--- config.mk ---
export PLATFORM = sky130hd
export DESIGN_NAME = race_countdown_timer_button_unit_flat
export DESIGN_NICKNAME = d
export VERILOG_FILES = /design/src/design/rctb_pkg.sv /design/src/design/rctb_if.sv /design/src/design/rctb_button.sv /design/src/design/rctb_timer.sv /design/src/design/race_countdown_timer_button_unit.sv /design/src/flat_wrapper.sv
export SDC_FILE = /design/constraint.sdc
export NUM_CORES = 1
export LEC_CHECK = 0
export ABC_AREA = 0
export BUFFER_PORTS_ARGS = -buffer_cell sky130_fd_sc_hd__buf_4
export CORE_AREA = 2 2 104 106
export CTS_CLUSTER_DIAMETER = 30
export DETAILED_ROUTE_END_ITERATION = 8
export DIE_AREA = 0 0 106 108
export PLACE_DENSITY = 0.84
export SKIP_CTS_REPAIR_TIMING = 1
export SYNTH_ARGS = -nofsm -noshare
export SYNTH_HDL_FRONTEND = slang
export SYNTH_HIERARCHICAL = 1
export SYNTH_SLANG_ARGS = --single-unit
--- constraint.sdc ---
create_clock -name clk -period 6.4 [get_ports clk]
set_input_delay 1.28 -clock clk [delete_from_list [all_inputs] [get_ports clk]]
set_output_delay 1.28 -clock clk [all_outputs]
set_load 0.005 [all_outputs]
--- src/design/rctb_pkg.sv ---
package rctb_pkg;

	// Field widths of the time display and the counters.
	localparam int unsigned FULL_W  = 6;
	localparam int unsigned HOLD_W  = 12;
	localparam int unsigned MIN_W   = 7;
	localparam int unsigned SEC_W   = 6;
	localparam int unsigned MSEC_W  = 10;
	localparam int unsigned CFG_D_W = 12;

	// Reset values of the configuration registers.
	localparam logic [FULL_W-1:0] FULL_MINUTES_RST = FULL_W'(5);
	localparam logic [HOLD_W-1:0] HOLD_LIMIT_RST   = HOLD_W'(800);

	// Mixed-radix limits: ms within a second, seconds within a minute.
	localparam logic [MSEC_W-1:0] MSEC_MAX = MSEC_W'(999);
	localparam logic [SEC_W-1:0]  SEC_MAX  = SEC_W'(59);
	// Counting up stops at 99:59.999.
	localparam logic [MIN_W-1:0]  UP_MIN_MAX = MIN_W'(99);
	localparam logic [HOLD_W-1:0] HOLD_MAX   = HOLD_W'(4095);

	typedef enum logic [0:0] {
		CFG_FULL_MINUTES = 1'b0,
		CFG_HOLD_LIMIT   = 1'b1
	} cfg_idx_t;

	typedef struct packed {
		cfg_idx_t             index;
		logic [CFG_D_W-1:0]   value;
	} cfg_t;

	typedef struct packed {
		logic button_pressed;
	} tick_t;

	typedef struct packed {
		logic              running;
		logic              counting_up;
		logic [MIN_W-1:0]  minutes;
		logic [SEC_W-1:0]  seconds;
		logic              short_press;
		logic              long_press;
	} result_t;

	// Button events of one tick.
	typedef struct packed {
		logic short_press;
		logic long_press;
	} btn_ev_t;

	// Race time as sign and magnitude: up = 1 when at or past zero.
	typedef struct packed {
		logic              up;
		logic [MIN_W-1:0]  minutes;
		logic [SEC_W-1:0]  seconds;
		logic [MSEC_W-1:0] msec;
	} race_time_t;

endpackage

--- src/design/rctb_if.sv ---
interface rctb_tick_if;
	import rctb_pkg::*;
	logic  valid;
	logic  ready;
	tick_t data;
	modport source (output valid, output data, input ready);
	modport sink (input valid, input data, output ready);
endinterface

interface rctb_result_if;
	import rctb_pkg::*;
	logic    valid;
	logic    ready;
	result_t data;
	modport source (output valid, output data, input ready);
	modport sink (input valid, input data, output ready);
endinterface

interface rctb_cfg_if;
	import rctb_pkg::*;
	logic valid;
	logic ready;
	cfg_t data;
	modport source (output valid, output data, input ready);
	modport sink (input valid, input data, output ready);
endinterface

--- src/design/rctb_button.sv ---
module rctb_button
	import rctb_pkg::*;
(
	input  logic              clk,
	input  logic              arst_n,
	input  logic              advance,
	input  logic              button_pressed,
	input  logic [HOLD_W-1:0] hold_limit,
	output btn_ev_t           ev
);

	logic              prev_q;
	logic [HOLD_W-1:0] hold_q;
	logic              fired_q;

	logic [HOLD_W-1:0] hold_n;
	logic              fired_n;
	logic              fired_next;

	// Clear the hold on the press edge, else count pressed ticks up to saturation.
	always_comb begin
		hold_n  = hold_q;
		fired_n = fired_q;
		if (button_pressed && !prev_q) begin
			hold_n  = '0;
			fired_n = 1'b0;
		end else if (button_pressed && hold_q != HOLD_MAX) begin
			hold_n = hold_q + HOLD_W'(1);
		end
		ev.long_press  = button_pressed && !fired_n && (hold_n >= hold_limit);
		ev.short_press = !button_pressed && prev_q && !fired_q;
		fired_next     = fired_n | ev.long_press;
	end

	always_ff @(posedge clk or negedge arst_n) begin
		if (!arst_n) begin
			prev_q  <= 1'b0;
			hold_q  <= '0;
			fired_q <= 1'b0;
		end else if (advance) begin
			prev_q  <= button_pressed;
			hold_q  <= hold_n;
			fired_q <= fired_next;
		end
	end

endmodule

--- src/design/rctb_timer.sv ---
module rctb_timer
	import rctb_pkg::*;
(
	input  logic              clk,
	input  logic              arst_n,
	input  logic              advance,
	input  btn_ev_t           ev,
	input  logic [FULL_W-1:0] full_minutes,
	output result_t           res
);

	logic       running_q;
	race_time_t time_q;

	race_time_t dec_t;
	race_time_t next_t;
	race_time_t full_t;
	logic       running_n;

	// Full countdown value; a zero duration lands directly on zero.
	always_comb begin
		full_t.up      = (full_minutes == '0);
		full_t.minutes = {{(MIN_W-FULL_W){1'b0}}, full_minutes};
		full_t.seconds = '0;
		full_t.msec    = '0;
	end

	// Let one millisecond pass: shrink the magnitude before zero, grow it after.
	always_comb begin
		dec_t = time_q;
		if (running_q) begin
			if (!time_q.up) begin
				if (time_q.minutes == '0 && time_q.seconds == '0 &&
				    time_q.msec == MSEC_W'(1)) begin
					dec_t.up = 1'b1;
				end
				if (time_q.msec != '0) begin
					dec_t.msec = time_q.msec - MSEC_W'(1);
				end else begin
					dec_t.msec = MSEC_MAX;
					if (time_q.seconds != '0) begin
						dec_t.seconds = time_q.seconds - SEC_W'(1);
					end else begin
						dec_t.seconds = SEC_MAX;
						dec_t.minutes = time_q.minutes - MIN_W'(1);
					end
				end
			end else if (!(time_q.minutes == UP_MIN_MAX && time_q.seconds == SEC_MAX &&
			              time_q.msec == MSEC_MAX)) begin
				if (time_q.msec != MSEC_MAX) begin
					dec_t.msec = time_q.msec + MSEC_W'(1);
				end else begin
					dec_t.msec = '0;
					if (time_q.seconds != SEC_MAX) begin
						dec_t.seconds = time_q.seconds + SEC_W'(1);
					end else begin
						dec_t.seconds = '0;
						dec_t.minutes = time_q.minutes + MIN_W'(1);
					end
				end
			end
		end
	end

	// Apply button events: long press drops to idle, short press works the timer.
	always_comb begin
		next_t    = dec_t;
		running_n = running_q;
		if (ev.long_press) begin
			running_n = 1'b0;
		end else if (ev.short_press) begin
			running_n = 1'b1;
			if (running_q && !dec_t.up) begin
				next_t.seconds = '0;
				next_t.msec    = '0;
				if (dec_t.minutes == '0) begin
					next_t.up = 1'b1;
				end
			end else begin
				next_t = full_t;
			end
		end
	end

	// Display: idle shows the full duration; round up to seconds before zero, down after.
	always_comb begin
		res.running     = running_n;
		res.counting_up = 1'b0;
		res.minutes     = next_t.minutes;
		res.seconds     = next_t.seconds;
		res.short_press = ev.short_press;
		res.long_press  = ev.long_press;
		if (!running_n) begin
			res.minutes = {{(MIN_W-FULL_W){1'b0}}, full_minutes};
			res.seconds = '0;
		end else if (next_t.up) begin
			res.counting_up = 1'b1;
		end else if (next_t.msec != '0) begin
			if (next_t.seconds == SEC_MAX) begin
				res.seconds = '0;
				res.minutes = next_t.minutes + MIN_W'(1);
			end else begin
				res.seconds = next_t.seconds + SEC_W'(1);
			end
		end
	end

	always_ff @(posedge clk or negedge arst_n) begin
		if (!arst_n) begin
			running_q <= 1'b0;
			time_q    <= '{up: 1'b1, minutes: '0, seconds: '0, msec: '0};
		end else if (advance) begin
			running_q <= running_n;
			time_q    <= next_t;
		end
	end

endmodule

--- src/design/race_countdown_timer_button_unit.sv ---
// Race countdown timer worked by one select button, one tick transaction per millisecond.
// An accepted tick passes the tick stage register and then the result register.
// Throughput: one tick per cycle while results are taken; the tick stage register and the
// result register let a new tick enter while a finished result still waits to be taken.
// Reset (arst_n low, asynchronous): timer idle, button released, hold count clear,
// full_minutes = 5, long-press hold limit = 800, no transaction in flight.
module race_countdown_timer_button_unit
	import rctb_pkg::*;
(
	input  logic           clk,
	input  logic           arst_n,
	rctb_tick_if.sink      tick,
	rctb_result_if.source  result,
	rctb_cfg_if.sink       cfg
);

	// Configuration registers
	logic [FULL_W-1:0] full_minutes_q;
	logic [HOLD_W-1:0] hold_limit_q;

	// Tick stage
	logic    s1_valid_q;
	tick_t   tick_s1;

	// Result register
	logic    res_valid_q;
	result_t res_q;

	logic    res_free;
	logic    advance;
	btn_ev_t ev;
	result_t res_n;

	// The result register frees up when empty or when its transaction is taken.
	assign res_free     = !res_valid_q || result.ready;
	// Hand the staged tick to the state and the result register.
	assign advance      = s1_valid_q && res_free;
	// Take a new tick whenever the stage is empty or moves on this cycle.
	assign tick.ready   = !s1_valid_q || res_free;
	assign result.valid = res_valid_q;
	assign result.data  = res_q;
	// The user must write the configuration only while idle; the block does not enforce this and always takes writes.
	assign cfg.ready    = 1'b1;

	always_ff @(posedge clk or negedge arst_n) begin
		if (!arst_n) begin
			full_minutes_q <= FULL_MINUTES_RST;
			hold_limit_q   <= HOLD_LIMIT_RST;
		end else if (cfg.valid) begin
			unique case (cfg.data.index)
				CFG_FULL_MINUTES: full_minutes_q <= cfg.data.value[FULL_W-1:0];
				CFG_HOLD_LIMIT:   hold_limit_q   <= cfg.data.value[HOLD_W-1:0];
			endcase
		end
	end

	// Stage the incoming tick.
	always_ff @(posedge clk or negedge arst_n) begin
		if (!arst_n) begin
			s1_valid_q <= 1'b0;
		end else if (tick.ready) begin
			s1_valid_q <= tick.valid;
		end
	end

	always_ff @(posedge clk) begin
		if (tick.valid && tick.ready) begin
			tick_s1 <= tick.data;
		end
	end

	// Press and release edges, hold timing and long-press detection.
	rctb_button u_button (
		.clk            (clk),
		.arst_n         (arst_n),
		.advance        (advance),
		.button_pressed (tick_s1.button_pressed),
		.hold_limit     (hold_limit_q),
		.ev             (ev)
	);

	// Race time: advance one ms, apply the button events, build the display.
	rctb_timer u_timer (
		.clk          (clk),
		.arst_n       (arst_n),
		.advance      (advance),
		.ev           (ev),
		.full_minutes (full_minutes_q),
		.res          (res_n)
	);

	// Hold the result until taken; load a fresh one as the tick moves on.
	always_ff @(posedge clk or negedge arst_n) begin
		if (!arst_n) begin
			res_valid_q <= 1'b0;
		end else if (res_free) begin
			res_valid_q <= advance;
		end
	end

	always_ff @(posedge clk) begin
		if (advance) begin
			res_q <= res_n;
		end
	end

	// A staged tick that cannot move on must stay staged.
	a_stage_holds: assert property (@(posedge clk) disable iff (!arst_n)
		(s1_valid_q && !res_free) |=> s1_valid_q)
		else $error("staged tick lost while the result register was full");

	// Idle results show the full duration with zero seconds, never counting up.
	a_idle_display: assert property (@(posedge clk) disable iff (!arst_n)
		(res_valid_q && !res_q.running) |-> (!res_q.counting_up && res_q.seconds == '0))
		else $error("idle result shows running time");

	// A tick is either a release or a hold, never both kinds of press.
	a_press_excl: assert property (@(posedge clk) disable iff (!arst_n)
		res_valid_q |-> !(res_q.short_press && res_q.long_press))
		else $error("short and long press on the same tick");

	// Seconds stay below one minute.
	a_seconds_range: assert property (@(posedge clk) disable iff (!arst_n)
		res_valid_q |-> (res_q.seconds <= SEC_MAX))
		else $error("seconds out of range");

endmodule
--- src/flat_wrapper.sv ---
// flat-port wrapper written by rule: the top's interface ports become plain ports
module race_countdown_timer_button_unit_flat import rctb_pkg::*;
  (clk, arst_n, tick_valid, tick_data, tick_ready, result_valid, result_data, result_ready, cfg_valid, cfg_data, cfg_ready);
  rctb_tick_if tick_i ();
  rctb_result_if result_i ();
  rctb_cfg_if cfg_i ();
  input  logic clk;
  input  logic arst_n;
  input wire logic [$bits(tick_i.valid)-1:0] tick_valid;
  input wire logic [$bits(tick_i.data)-1:0] tick_data;
  output wire logic [$bits(tick_i.ready)-1:0] tick_ready;
  output wire logic [$bits(result_i.valid)-1:0] result_valid;
  output wire logic [$bits(result_i.data)-1:0] result_data;
  input wire logic [$bits(result_i.ready)-1:0] result_ready;
  input wire logic [$bits(cfg_i.valid)-1:0] cfg_valid;
  input wire logic [$bits(cfg_i.data)-1:0] cfg_data;
  output wire logic [$bits(cfg_i.ready)-1:0] cfg_ready;
  assign tick_i.valid = tick_valid;
  assign tick_i.data = tick_data;
  assign tick_ready = tick_i.ready;
  assign result_valid = result_i.valid;
  assign result_data = result_i.data;
  assign result_i.ready = result_ready;
  assign cfg_i.valid = cfg_valid;
  assign cfg_i.data = cfg_data;
  assign cfg_ready = cfg_i.ready;
  race_countdown_timer_button_unit u_core (.clk(clk), .arst_n(arst_n), .tick(tick_i), .result(result_i), .cfg(cfg_i));
endmodule
# After elaboration in Yosys (flattened, before gate mapping)
# Index checks and enable logic that the tools add are counted.
# Widths: inputs -> output; s select.
# word_totals
regBits	77
in_bits	19
output_inout_bits	20
wordCells	100
# classes
add_sub_neg	9
n_lt_le_gt_ge	1
eq_ne	8
n_mux	29
bitwise	2
reduce_logical	31
# op_table
op	count
$mux 24	3
$mux 13	4
$mux 23	2
$mux 12	3
$mux 7	4
$mux 10	2
$reduce_bool 10->1	2
$mux 6	3
$add 7x1->7 const B	2
$logic_not 7->1	2
$logic_and 1x1->1	13
$add 12x1->12 const B	1
$add 6x1->6 const B	2
$eq 6x6->1 const B	2
$ge 12x12->1	1
$logic_not 6->1	2
$ne 12x12->1 const B	1
$add 10x1->10 const B	1
$eq 10x1->1 const B	1
$eq 10x10->1 const B	1
$ne 10x10->1 const B	1
$sub 10x1->10 const B	1
$mux 1	8
$eq 7x7->1 const B	1
other kinds (9)	17

# Depth between registers and ports, before layout
# Gate-level depths: netlist (run 1).
# logic_depth
word_depth	16
ltp_mapped	23
ltp_nobuf	22

# Modules after synthesis
# The synthesis (run 1) kept the hierarchy.
# by_module_without_submodules
mod	instances	cells_each	area_per_inst_um2	seq_area_each_um2
rctb_timer	1	468	3467.1	626.9
race_countdown_timer_button_unit	1	68	1395.1	1047.3
rctb_button	1	168	1351.3	350.3

# Worst setup path before layout (run 1)
# Ideal clock, no wire load.
# synth_path
kind	flip-flop to flip-flop
from	register u_core.u_button.hold_q[0]
to	register u_core.res_q (netlist bit u_core/result.data[14]), data pin
setup_ns	0.147
arrival_ns	4.666
t_required_ns	6.253
setup_slack_ns	1.587
stages_incl_launch_ff	21
n_path_buf	1
period_less_slack_ns	4.813
cell_sequence	dfrtp_1 -> ha_1 -> and4_2 -> nand3_1 -> and3_1 -> a22o_1 -> ha_1 -> a211oi_1 -> o21ai_0 -> a41oi_1 -> o21ai_0 -> and3_1 -> or4b_2 -> nor4_2 -> a22o_2 -> buf_6 -> a211oi_1 -> a2111oi_4 -> nand3_1 -> or4_1 -> a21oi_1
# synth_lines
item	line	source
from (decl)	rctb_button.sv:13	logic [HOLD_W-1:0] hold_q;
from (signal assigned)	rctb_button.sv:42	hold_q <= hold_n;
to (signal assigned)	race_countdown_timer_button_unit.sv:103	res_q <= res_n;
to (decl)	race_countdown_timer_button_unit.sv:27	result_t res_q;

==> results of run 1 <==
[layout by cell type (no fill, tap or decap), drive strengths merged, types with 11 or more instances in the layout]
| cell type | n |
|---|---|
| o21ai | 42 |
| a31oi | 12 |
| nor3 | 20 |
| buf | 41 |
| ha | 23 |
| edfxtp | 18 |
| dfrtp | 53 |
| mux2 | 27 |
| o211ai | 11 |
| nor4 | 15 |
| inv | 40 |
| nor2 | 54 |
| a21oi | 41 |
| nand3 | 27 |
| nand2b | 11 |
| nand2 | 62 |
| clkbuf | 11 |
| nand4 | 20 |
[cell usage after synthesis (6+ instances only)]
cell	number	area share, %
or4_1	8	0.97
buf_6	7	1.3
dfrtp_1	53	21
nand2b_1	11	1.1
nor4_1	11	1.1
buf_2	16	1.3
mux2_4	16	3.9
mux2_2	11	2.0
a31oi_1	12	1.2
clkbuf_1	17	1.0
o21ai_0	42	3.4
dfstp_2	6	2.5
nand3_1	27	2.2
nor2_1	54	3.3
or3_1	9	0.91
a21oi_1	40	3.2
and3_1	8	0.81
nor2b_1	6	0.60
o31ai_1	10	1.2
a211oi_1	9	1.1
buf_4	12	1.4
nand4_1	16	1.6
inv_1	38	2.3
edfxtp_1	18	8.7
and2_1	7	0.70
xnor2_1	10	1.4
o211ai_1	10	1.2
nand2_1	61	3.7
ha_1	23	4.6
mux2i_1	8	1.3
nor3_1	16	1.3
[registers in the layout (all words and copies together) (netlist names)]
signal,count
u_core/result.valid,1
u_core/u_timer/time_q,24
u_core/tick_s1,1
u_core/u_timer/running_q,1
u_core/s1_valid_q,1
u_core/hold_limit_q,12
u_core/full_minutes_q,6
u_core/u_button/fired_q,1
u_core/u_button/hold_q,12
u_core/result.data,17
u_core/u_button/prev_q,1
[cells by family (layout without fill, tap and decap cells)]
| kind of cell | Yosys count | count (layout) |
|---|---|---|
| and+or+nand+nor | 277 | 277 |
| AOI/OAI and AO/OA | 184 | 184 |
| buffers and inverters | 91 | 96 |
| DFF | 77 | 77 |
| muxes | 36 | 36 |
| adders and majority gates | 23 | 23 |
| xor gates and xnor gates | 15 | 15 |
| other | 1 | 1 |
[routing by layer]
metal | share of wire, % | track usage [%] | wire length, um
met3 | 8.7 | 4.52 | 1470
met1 | 42 | 39.9 | 7010
met2 | 46 | 49.2 | 7830
met5 | 0 | 0 | 0
met4 | 3.2 | 14.8 | 543
[per-stage QoR]
step           util (%)  total power [mW]  std cells  hold slack (ps)
3_5_place_dp       62.4              2.06        829              469
3_3_place_gp       62.4              2.02        829              468
6_report           64.1              2.46        845              503
5_1_grt            64.1              2.61        845              538
2_1_floorplan         -              1.77        704              449
4_1_cts            64.1              2.42        845              502
[power by group through the flow]
stage | Combinational (mW) | Sequential, mW | Clock (mW)
floorplan | 1.05 | 0.726 | 0
global placement | 1.11 | 0.911 | 0
detailed placement | 1.15 | 0.916 | 0
CTS | 1.16 | 0.910 | 0.351
global route | 1.29 | 0.947 | 0.374
finish | 1.19 | 0.923 | 0.348
[layout make-up]
type	count	area (um^2)
Inverter	39	146
Clock inverter	5	33.8
Fill cell	842	3680
Multi-Input combinational cell	536	3730
Timing Repair Buffer	41	308
Tap cell	136	170
Sequential cell	77	2020
Clock buffer	11	141
[final timing paths]
check / to / cells past startpoint
min: u_core/result.valid$_DFFE_PN0P_ / 1
min in group asynchronous: u_core/u_timer/time_q[7]$_DFFE_PN0P_ / 1
max: u_core/result.data[10]$_DFFE_PP_ / 18
max in group asynchronous: u_core/u_timer/time_q[14]$_DFFE_PN0P_ / 1
min reg2reg: u_core/result.valid$_DFFE_PN0P_ / 1
max reg2reg: u_core/result.data[10]$_DFFE_PP_ / 18
[worst max-delay path, stage by stage (launching register included)]
cell and delay (ps):
edfxtp_1 610, nand4_2 240, nor3_2 340, nand4_1 190, xor2_1 170, nor2_1 60
ha_1 320, nand2_1 80, nor2_1 50, a211oi_1 310, o21ai_0 180, and3_1 240
or4b_2 630, nor4_2 170, a22o_2 360, a211oi_1 80, a211oi_1 680, or4b_1 500
a31oi_1 170
==> results_dict.tcl, run 1 <==
set metrics [dict create \
    hp-class "reg2reg" \
    crit_type "reg2reg" \
    antenna_found_initial 0 \
    cts_max_path_buffers 2 \
    p_per_area_nw_per_um2 375 \
    cp.required_ps 6610 \
    layout-area-overhead-vs-synth_pct 5.50 \
    numClockSinks 77 \
    rows 37 \
    fin_crit_ps 5540 \
    synthMuxAreaShare_pct 7.37 \
    grt_use_total_pct 30.3 \
    die_w_um 106 \
    slew_headroom_pct 28.3 \
    critPathLaunch "u_core/tick_s1$_DFFE_PP_" \
    io_buffers 37 \
    clk_pin_slew_ps 80 \
    path_max_fanout 15 \
    grt_pass1_vias 5557 \
    intPower_mw 1.27 \
    arrival_ps 5750 \
    seqPwrFrac_pct 37.5 \
    wl_um 16900 \
    ys_ff_latch 77 \
    synth.cell_area_um2 6210 \
    wl_per_cell_um 20.0 \
    yosys.cell_types.count 95 \
    drive_above_1_share_pct 17.9 \
    maxCapViolCount 0 \
    start_kind "flop" \
    rsz0062_at_grt "false" \
    clock-root-buffer "clkbuf_8" \
    hold_violations 0 \
    r2r_start "u_core/tick_s1$_DFFE_PP_" \
    core_area_um2 10200 \
    leakage_nw 2.70 \
    grt_first_pass_wirelength_um 27500 \
    final_nets 746 \
    irDropWorstVdd_mv 0.146 \
    io_pins 39 \
    setup_viol 0 \
    drc_errors 0 \
    overflow 0 \
    final_area_um2 6560 \
    clkPwrFrac_pct 14.1 \
    seq_area_frac_synth_pct 32.6 \
    grt_max_degree 67 \
    fin_crit_sh_pct 86.6 \
    detail-route-antenna-nets 0 \
    synthXorXnorAreaFrac_pct 2.11 \
    first_pass_iters 7 \
    ys_warn_count 6 \
    clkLatencyLatePin_ps 370 \
    dp_hpwl_um 11900 \
    synth_top_family_by_area "simple AND/OR/NAND/NOR gates" \
    dieArea_um2 11400 \
    vias 5753 \
    drv_slew 0 \
    r2r_setup_slack_ps 860 \
    status "finished clean" \
    setup_ws_ps 860 \
    yosys.area_share.adder_pct 4.63 \
    antennaDiodeCount 0 \
    gp_congestion 0.974 \
    synthArstFlopShare_pct 76.6 \
    postSynthAreaPerCell_um2 8.83 \
    htreeDepth 3 \
    cts_inserted_buffers 9 \
    synthesis.nets 746 \
    synthCells 704 \
    synth_flop_cell "dfrtp_1" \
    max_freq_mhz 181 \
    initial_core_util_pct 60.7 \
    synth-edff-count 18 \
    fin_skew_ps 13.3 \
    p_sw_mw 1.19 \
    tns_ps 0 \
    drt_iter0_drc 578 \
    dp_slack_ps 926 \
    synth_compound_area_share_pct 20.5 \
    post_drt_via_cell_ratio 6.81 \
    die_h_um 108 \
    synth_simple_gate_area_share_pct 25.4 \
    cts_tree "done" \
    swShare_pct 48.3 \
    endpoint_kind "flop" \
    place_area_um2 6380 \
    min_from "u_core/s1_valid_q$_DFFE_PN0P_" \
    tightestPinTransition_ps 1080 \
    combPwrFrac_pct 48.3 \
]
Power figures use the tool's default switching activity.
==> run 2, diff against run 1 <==
--- a/config.mk
+++ b/config.mk
@@ -7,11 +7,12 @@
 export LEC_CHECK = 0
 export ABC_AREA = 0
 export BUFFER_PORTS_ARGS = -buffer_cell sky130_fd_sc_hd__buf_4
-export CORE_AREA = 2 2 104 106
+export CORE_AREA = 2 2 100 102
 export CTS_CLUSTER_DIAMETER = 30
+export CTS_CLUSTER_SIZE = 20
 export DETAILED_ROUTE_END_ITERATION = 8
-export DIE_AREA = 0 0 106 108
-export PLACE_DENSITY = 0.84
+export DIE_AREA = 0 0 102 104
+export PLACE_DENSITY = 0.9
 export SKIP_CTS_REPAIR_TIMING = 1
 export SYNTH_ARGS = -nofsm -noshare
 export SYNTH_HDL_FRONTEND = slang
==> constraint.sdc (replaced) <==
create_clock -name clk -period 6.7 [get_ports clk]
set_input_delay 1.34 -clock clk [delete_from_list [all_inputs] [get_ports clk]]
set_output_delay 1.34 -clock clk [all_outputs]
set_load 0.005 [all_outputs]
==> results_dict.tcl, run 2 (synthesis results as in run 1) <==
set metrics [dict create \
    status "finished clean" \
    core_area_um2 9550 \
    die_w_um 102 \
    arrival_ps 6000 \
    max_freq_mhz 173 \
    layout-area-overhead-vs-synth_pct 6.20 \
    irDropWorstVdd_mv 0.156 \
    p_per_area_nw_per_um2 366 \
    leakage_nw 2.72 \
    endpoint_kind "flop" \
    clk_pin_slew_ps 90 \
    min_from "u_core/s1_valid_q$_DFFE_PN0P_" \
    wl_per_cell_um 19.9 \
    dpl.cell_count 826 \
    crit_type "reg2reg" \
    fin_crit_ps 5790 \
    regMostFlops "u_core/u_timer/time_q" \
    gp_congestion 0.959 \
    drt_iter0_drc 582 \
    drive_above_1_share_pct 18.1 \
    maxCapViolCount 0 \
    antennaDiodeCount 0 \
    setup_viol 0 \
    first_pass_iters 7 \
    hold_violations 0 \
    clkLatencyLatePin_ps 370 \
    antenna_found_initial 0 \
    start_kind "flop" \
    worstHoldEndpoint "u_core/result.valid$_DFFE_PN0P_" \
    cts_tree "done" \
    grt_pass1_vias 5542 \
    drv_slew 0 \
    clock-root-buffer "clkbuf_8" \
    hp-class "reg2reg" \
    io_buffers 37 \
    path_max_fanout 12 \
    instances_no_fill 842 \
    r2r_start "u_core/u_button/hold_q[0]$_DFFE_PN0P_" \
    rsz0062_at_grt "false" \
    initial_core_util_pct 65.1 \
    cp.required_ps 6910 \
    cts_inserted_buffers 9 \
    grt_first_pass_wirelength_um 27300 \
    fin_crit_sh_pct 86.5 \
    grt_max_degree 67 \
    worst_hold_path.num_cells 1 \
    r2r_setup_slack_ps 910 \
    rows 36 \
    rr_endpoint "u_core/result.data[10]$_DFFE_PP_" \
    largest_reg_flops 24 \
    dieArea_um2 10600 \
    place_area_um2 6380 \
    drc_errors 0 \
    fillers 728 \
    vias 5805 \
    die_h_um 104 \
    final_nets 746 \
    io_pins 39 \
    htreeDepth 3 \
    tns_ps 0 \
    overflow 0 \
    layout_common_cells "61 x nand2_1, 54 x nor2_1, 53 x dfrtp_1" \
    grt_use_total_pct 32.2 \
    fin_skew_ps 12.1 \
    dp_hpwl_um 11600 \
    wl_um 16800 \
    final_area_um2 6600 \
    cts_max_path_buffers 2 \
    detail-route-antenna-nets 0 \
    reg2regPathDepth 18 \
    slew_headroom_pct 32.1 \
    post_drt_via_cell_ratio 6.89 \
    finalPower_mw 2.41 \
    numClockSinks 77 \
    tightestPinTransition_ps 1020 \
    layout_commonest_cell "nand2_1" \
]
==> run 2: changes by cell type in the layout (fill, tap and decap cells not counted) <==
cell       before  now
clkbuf_16       0    1
inv_4           1    2
inv_6           1    2
clkbuf_1        1    0
bufinv_16       0    1
clkinv_4        1    0
clkinv_2        2    0
==> run 2: worst max path at each step <==
stage | startpoint | endpoint | cells past startpoint
3_3_place_gp | u_core/u_button/hold_q[0]$_DFFE_PN0P_ | u_core/result.data[11]$_DFFE_PP_ | 20
3_5_place_dp | u_core/u_button/hold_q[0]$_DFFE_PN0P_ | u_core/result.data[10]$_DFFE_PP_ | 18
4_1_cts | u_core/u_button/hold_q[0]$_DFFE_PN0P_ | u_core/result.data[10]$_DFFE_PP_ | 18
2_1_floorplan | u_core/u_button/hold_q[0]$_DFFE_PN0P_ | u_core/result.data[14]$_DFFE_PP_ | 20
5_1_grt | u_core/u_button/hold_q[0]$_DFFE_PN0P_ | u_core/result.data[10]$_DFFE_PP_ | 18
6_report | u_core/u_button/hold_q[0]$_DFFE_PN0P_ | u_core/result.data[10]$_DFFE_PP_ | 18
==> run 2: layout make-up <==
| cell class | count | area (um^2) | area share [%] |
|---|---|---|---|
| flip-flops and latches | 77 | 2020 | 30.7 |
| multi-input cells | 536 | 3730 | 56.5 |
| well taps | 133 | 166 | 2.52 |
| inverters | 39 | 146 | 2.22 |
| repair buffers | 41 | 308 | 4.66 |
| clock inverters | 5 | 60.1 | 0.910 |
| clock buffers | 11 | 163 | 2.46 |
==> run 2: critical path, cell delays in order, from the launching register on <==
cell and delay [ps]:
dfrtp_1 450, ha_1 320, nand4_2 180, nor3_4 260, o21ai_0 150, a21oi_1 230, ha_1 280, a211oi_1 220
o21ai_0 120, a41oi_1 290, o21ai_0 180, and3_1 240, or4b_2 640, nor4_2 180, a22o_2 370, a211oi_1 80
a211oi_1 740, or4b_1 500, a31oi_1 190
==> run 2: through the flow <==
step | worst slack, ps | utilization, % | hold slack, ps
2_1_floorplan | 1890 | - | 449
3_3_place_gp | 1360 | 66.8 | 474
3_5_place_dp | 1040 | 66.8 | 482
4_1_cts | 984 | 69.1 | 504
5_1_grt | 511 | 69.1 | 517
6_report | 906 | 69.1 | 499
==> run 2: power breakdown <==
part           internal (mW)  switching (mW)  total, mW
Combinational          0.456           0.671       1.13
Clock                  0.208           0.194      0.402
Sequential             0.611           0.274      0.885
Total                   1.28            1.14       2.41
==> run 2: layer usage <==
metal	share of wire, %	vias up	global-route usage [%]
met3	8.8	55	5.98
met1	41	2762	43.9
met4	3.2	0	13.7
met5	0	-	0
met2	47	357	49.8
li1	-	2631	-
==> run 3, diff against run 2 <==
--- a/config.mk
+++ b/config.mk
@@ -7,12 +7,12 @@
 export LEC_CHECK = 0
 export ABC_AREA = 0
 export BUFFER_PORTS_ARGS = -buffer_cell sky130_fd_sc_hd__buf_4
-export CORE_AREA = 2 2 100 102
+export CORE_AREA = 2 2 121 123
 export CTS_CLUSTER_DIAMETER = 30
 export CTS_CLUSTER_SIZE = 20
 export DETAILED_ROUTE_END_ITERATION = 8
-export DIE_AREA = 0 0 102 104
-export PLACE_DENSITY = 0.9
+export DIE_AREA = 0 0 123 125
+export PLACE_DENSITY = 0.66
 export SKIP_CTS_REPAIR_TIMING = 1
 export SYNTH_ARGS = -nofsm -noshare
 export SYNTH_HDL_FRONTEND = slang
==> results_dict.tcl, run 3 (synthesis results as in run 1) <==
set metrics [dict create \
    arrival_ps 6020 \
    critPathTopFamily "compound AO/OA/AOI/OAI gates" \
    io_buffers 37 \
    wl_per_cell_um 19.5 \
    hold_violations 0 \
    crit_type "reg2reg" \
    finalPower_mw 2.51 \
    endpoint_kind "flop" \
    drt_iter0_drc 578 \
    fin_crit_ps 5830 \
    rr_endpoint "u_core/result.data[10]$_DFFE_PP_" \
    tns_ps 0 \
    worstHoldEndpoint "u_core/result.valid$_DFFE_PN0P_" \
    detail-route-antenna-nets 0 \
    irDropWorstVdd_mv 0.144 \
    cp_cell_sequence "ha_1 > nand4_2 > nor3_4 > o21ai_0 > a21oi_1 > ha_1 > a211oi_1 > o21ai_0 > a41oi_1 > o21ai_0 > and3_1 > or4b_2 > nor4_2 > a22o_2 > a211oi_1 > a211oi_1 > or4b_1 > a31oi_1" \
    crit_buf_inv 0 \
    grt_max_degree 60 \
    cts_max_path_buffers 2 \
    drc_errors 0 \
    dieArea_um2 15400 \
    layout_common_cells "61 x nand2_1, 54 x nor2_1, 53 x dfrtp_1" \
    largest_reg_flops 24 \
    initial_core_util_pct 43.7 \
    antenna_found_initial 0 \
    max_freq_mhz 172 \
    overflow 0 \
    max_stage_delay_ps 740 \
    maxCapViolCount 0 \
    cts_tree "done" \
    io_pins 39 \
    regMostFlops "u_core/u_timer/time_q" \
    start_kind "flop" \
    fin_crit_sh_pct 87.0 \
    min_from "u_core/s1_valid_q$_DFFE_PN0P_" \
    antennaDiodeCount 0 \
    cp.required_ps 6890 \
    tightestPinTransition_ps 863 \
    drive_above_1_share_pct 18.2 \
    leakage_nw 2.76 \
    holdWs_ps 492 \
    cp_slowest_cell "a211oi_1" \
    layout-area-overhead-vs-synth_pct 8.64 \
    clock-root-buffer "clkbuf_16" \
    grt_use_total_pct 23.5 \
    r2r_setup_slack_ps 870 \
    seqCellArea_um2 2020 \
    hp-class "reg2reg" \
    first_pass_iters 6 \
    slew_headroom_pct 42.1 \
    reg2regPathDepth 18 \
    vias 5625 \
    grt_first_pass_wirelength_um 28600 \
    die_w_um 123 \
    grt_pass1_vias 5400 \
    clk_pin_slew_ps 60 \
    fillers 1358 \
    rsz0062_at_grt "false" \
    htreeDepth 3 \
    path_max_fanout 12 \
    final_nets 747 \
    cts_inserted_buffers 9 \
    rows 44 \
    setup_viol 0 \
    gp_congestion 0.983 \
    die_h_um 125 \
    worst_hold_path.num_cells 1 \
    cp_num_cells 18 \
    multi_input_area_um2 3730 \
    fin_skew_ps 9.64 \
    wl_um 17500 \
    dp_hpwl_um 12400 \
    post_drt_via_cell_ratio 6.29 \
    layout_commonest_cell "nand2_1" \
    r2r_start "u_core/u_button/hold_q[0]$_DFFE_PN0P_" \
    clkLatencyLatePin_ps 350 \
    core_area_um2 14200 \
    p_per_area_nw_per_um2 372 \
    numClockSinks 77 \
    status "finished clean" \
    drv_slew 0 \
]
## run 3: metrics by stage
stage / instances / worst slack (ps) / util, % / instance area [um^2]
6_report: 894 / 873 / 47.5 / 6750
5_1_grt: 894 / 537 / 47.5 / 6750
4_1_cts: 894 / 913 / 47.5 / 6750
3_5_place_dp: 878 / 948 / 45.4 / 6450
3_3_place_gp: 878 / 1240 / 45.4 / 6450
2_1_floorplan: 704 / 1890 / - / 6210
## run 3: worst register-to-register path, delay by kind of cell, from the launching register on
family                   cells  cell delay (ps)
AO/OA/AOI/OAI               10             2610
AND/OR/NAND/NOR              6             2010
adder cells (fa/ha/maj)      2              610
flip-flops                   1              450
## run 3: power by group
group	switching, mW	total, mW	internal [mW]
sequential	0.252	0.863	0.612
combinational	0.690	1.15	0.458
clock	0.217	0.504	0.287
total	1.16	2.51	1.36
## run 3: metal layers
layer,track usage (%),up-vias,part of all wire [%]
met5,0,-,0
met4,11.0,0,3.5
met3,3.10,50,6.0
met2,36.0,264,46
met1,32.8,2693,45
li1,-,2618,-
## run 3: worst max path at each step
| stage | startpoint | end | slack [ps] |
|---|---|---|---|
| after CTS | u_core/u_button/hold_q[0]$_DFFE_PN0P_ | u_core/result.data[10]$_DFFE_PP_ | 910 |
| final | u_core/u_button/hold_q[0]$_DFFE_PN0P_ | u_core/result.data[10]$_DFFE_PP_ | 870 |
| after global placement | u_core/u_button/hold_q[0]$_DFFE_PN0P_ | u_core/result.data[10]$_DFFE_PP_ | 1240 |
| after detailed placement | u_core/u_button/hold_q[0]$_DFFE_PN0P_ | u_core/result.data[10]$_DFFE_PP_ | 950 |
| after floorplan | u_core/u_button/hold_q[0]$_DFFE_PN0P_ | u_core/result.data[14]$_DFFE_PP_ | 1890 |
| after global routing | u_core/u_button/hold_q[0]$_DFFE_PN0P_ | u_core/result.data[11]$_DFFE_PP_ | 540 |
## run 3: layout make-up
class | instances | share of cell area (%)
Timing Repair Buffer | 42 | 4.67
Tap cell | 184 | 3.41
Clock inverter | 5 | 0.575
Inverter | 39 | 2.17
Sequential cell | 77 | 30.0
Multi-Input combinational cell | 536 | 55.3
Clock buffer | 11 | 3.91
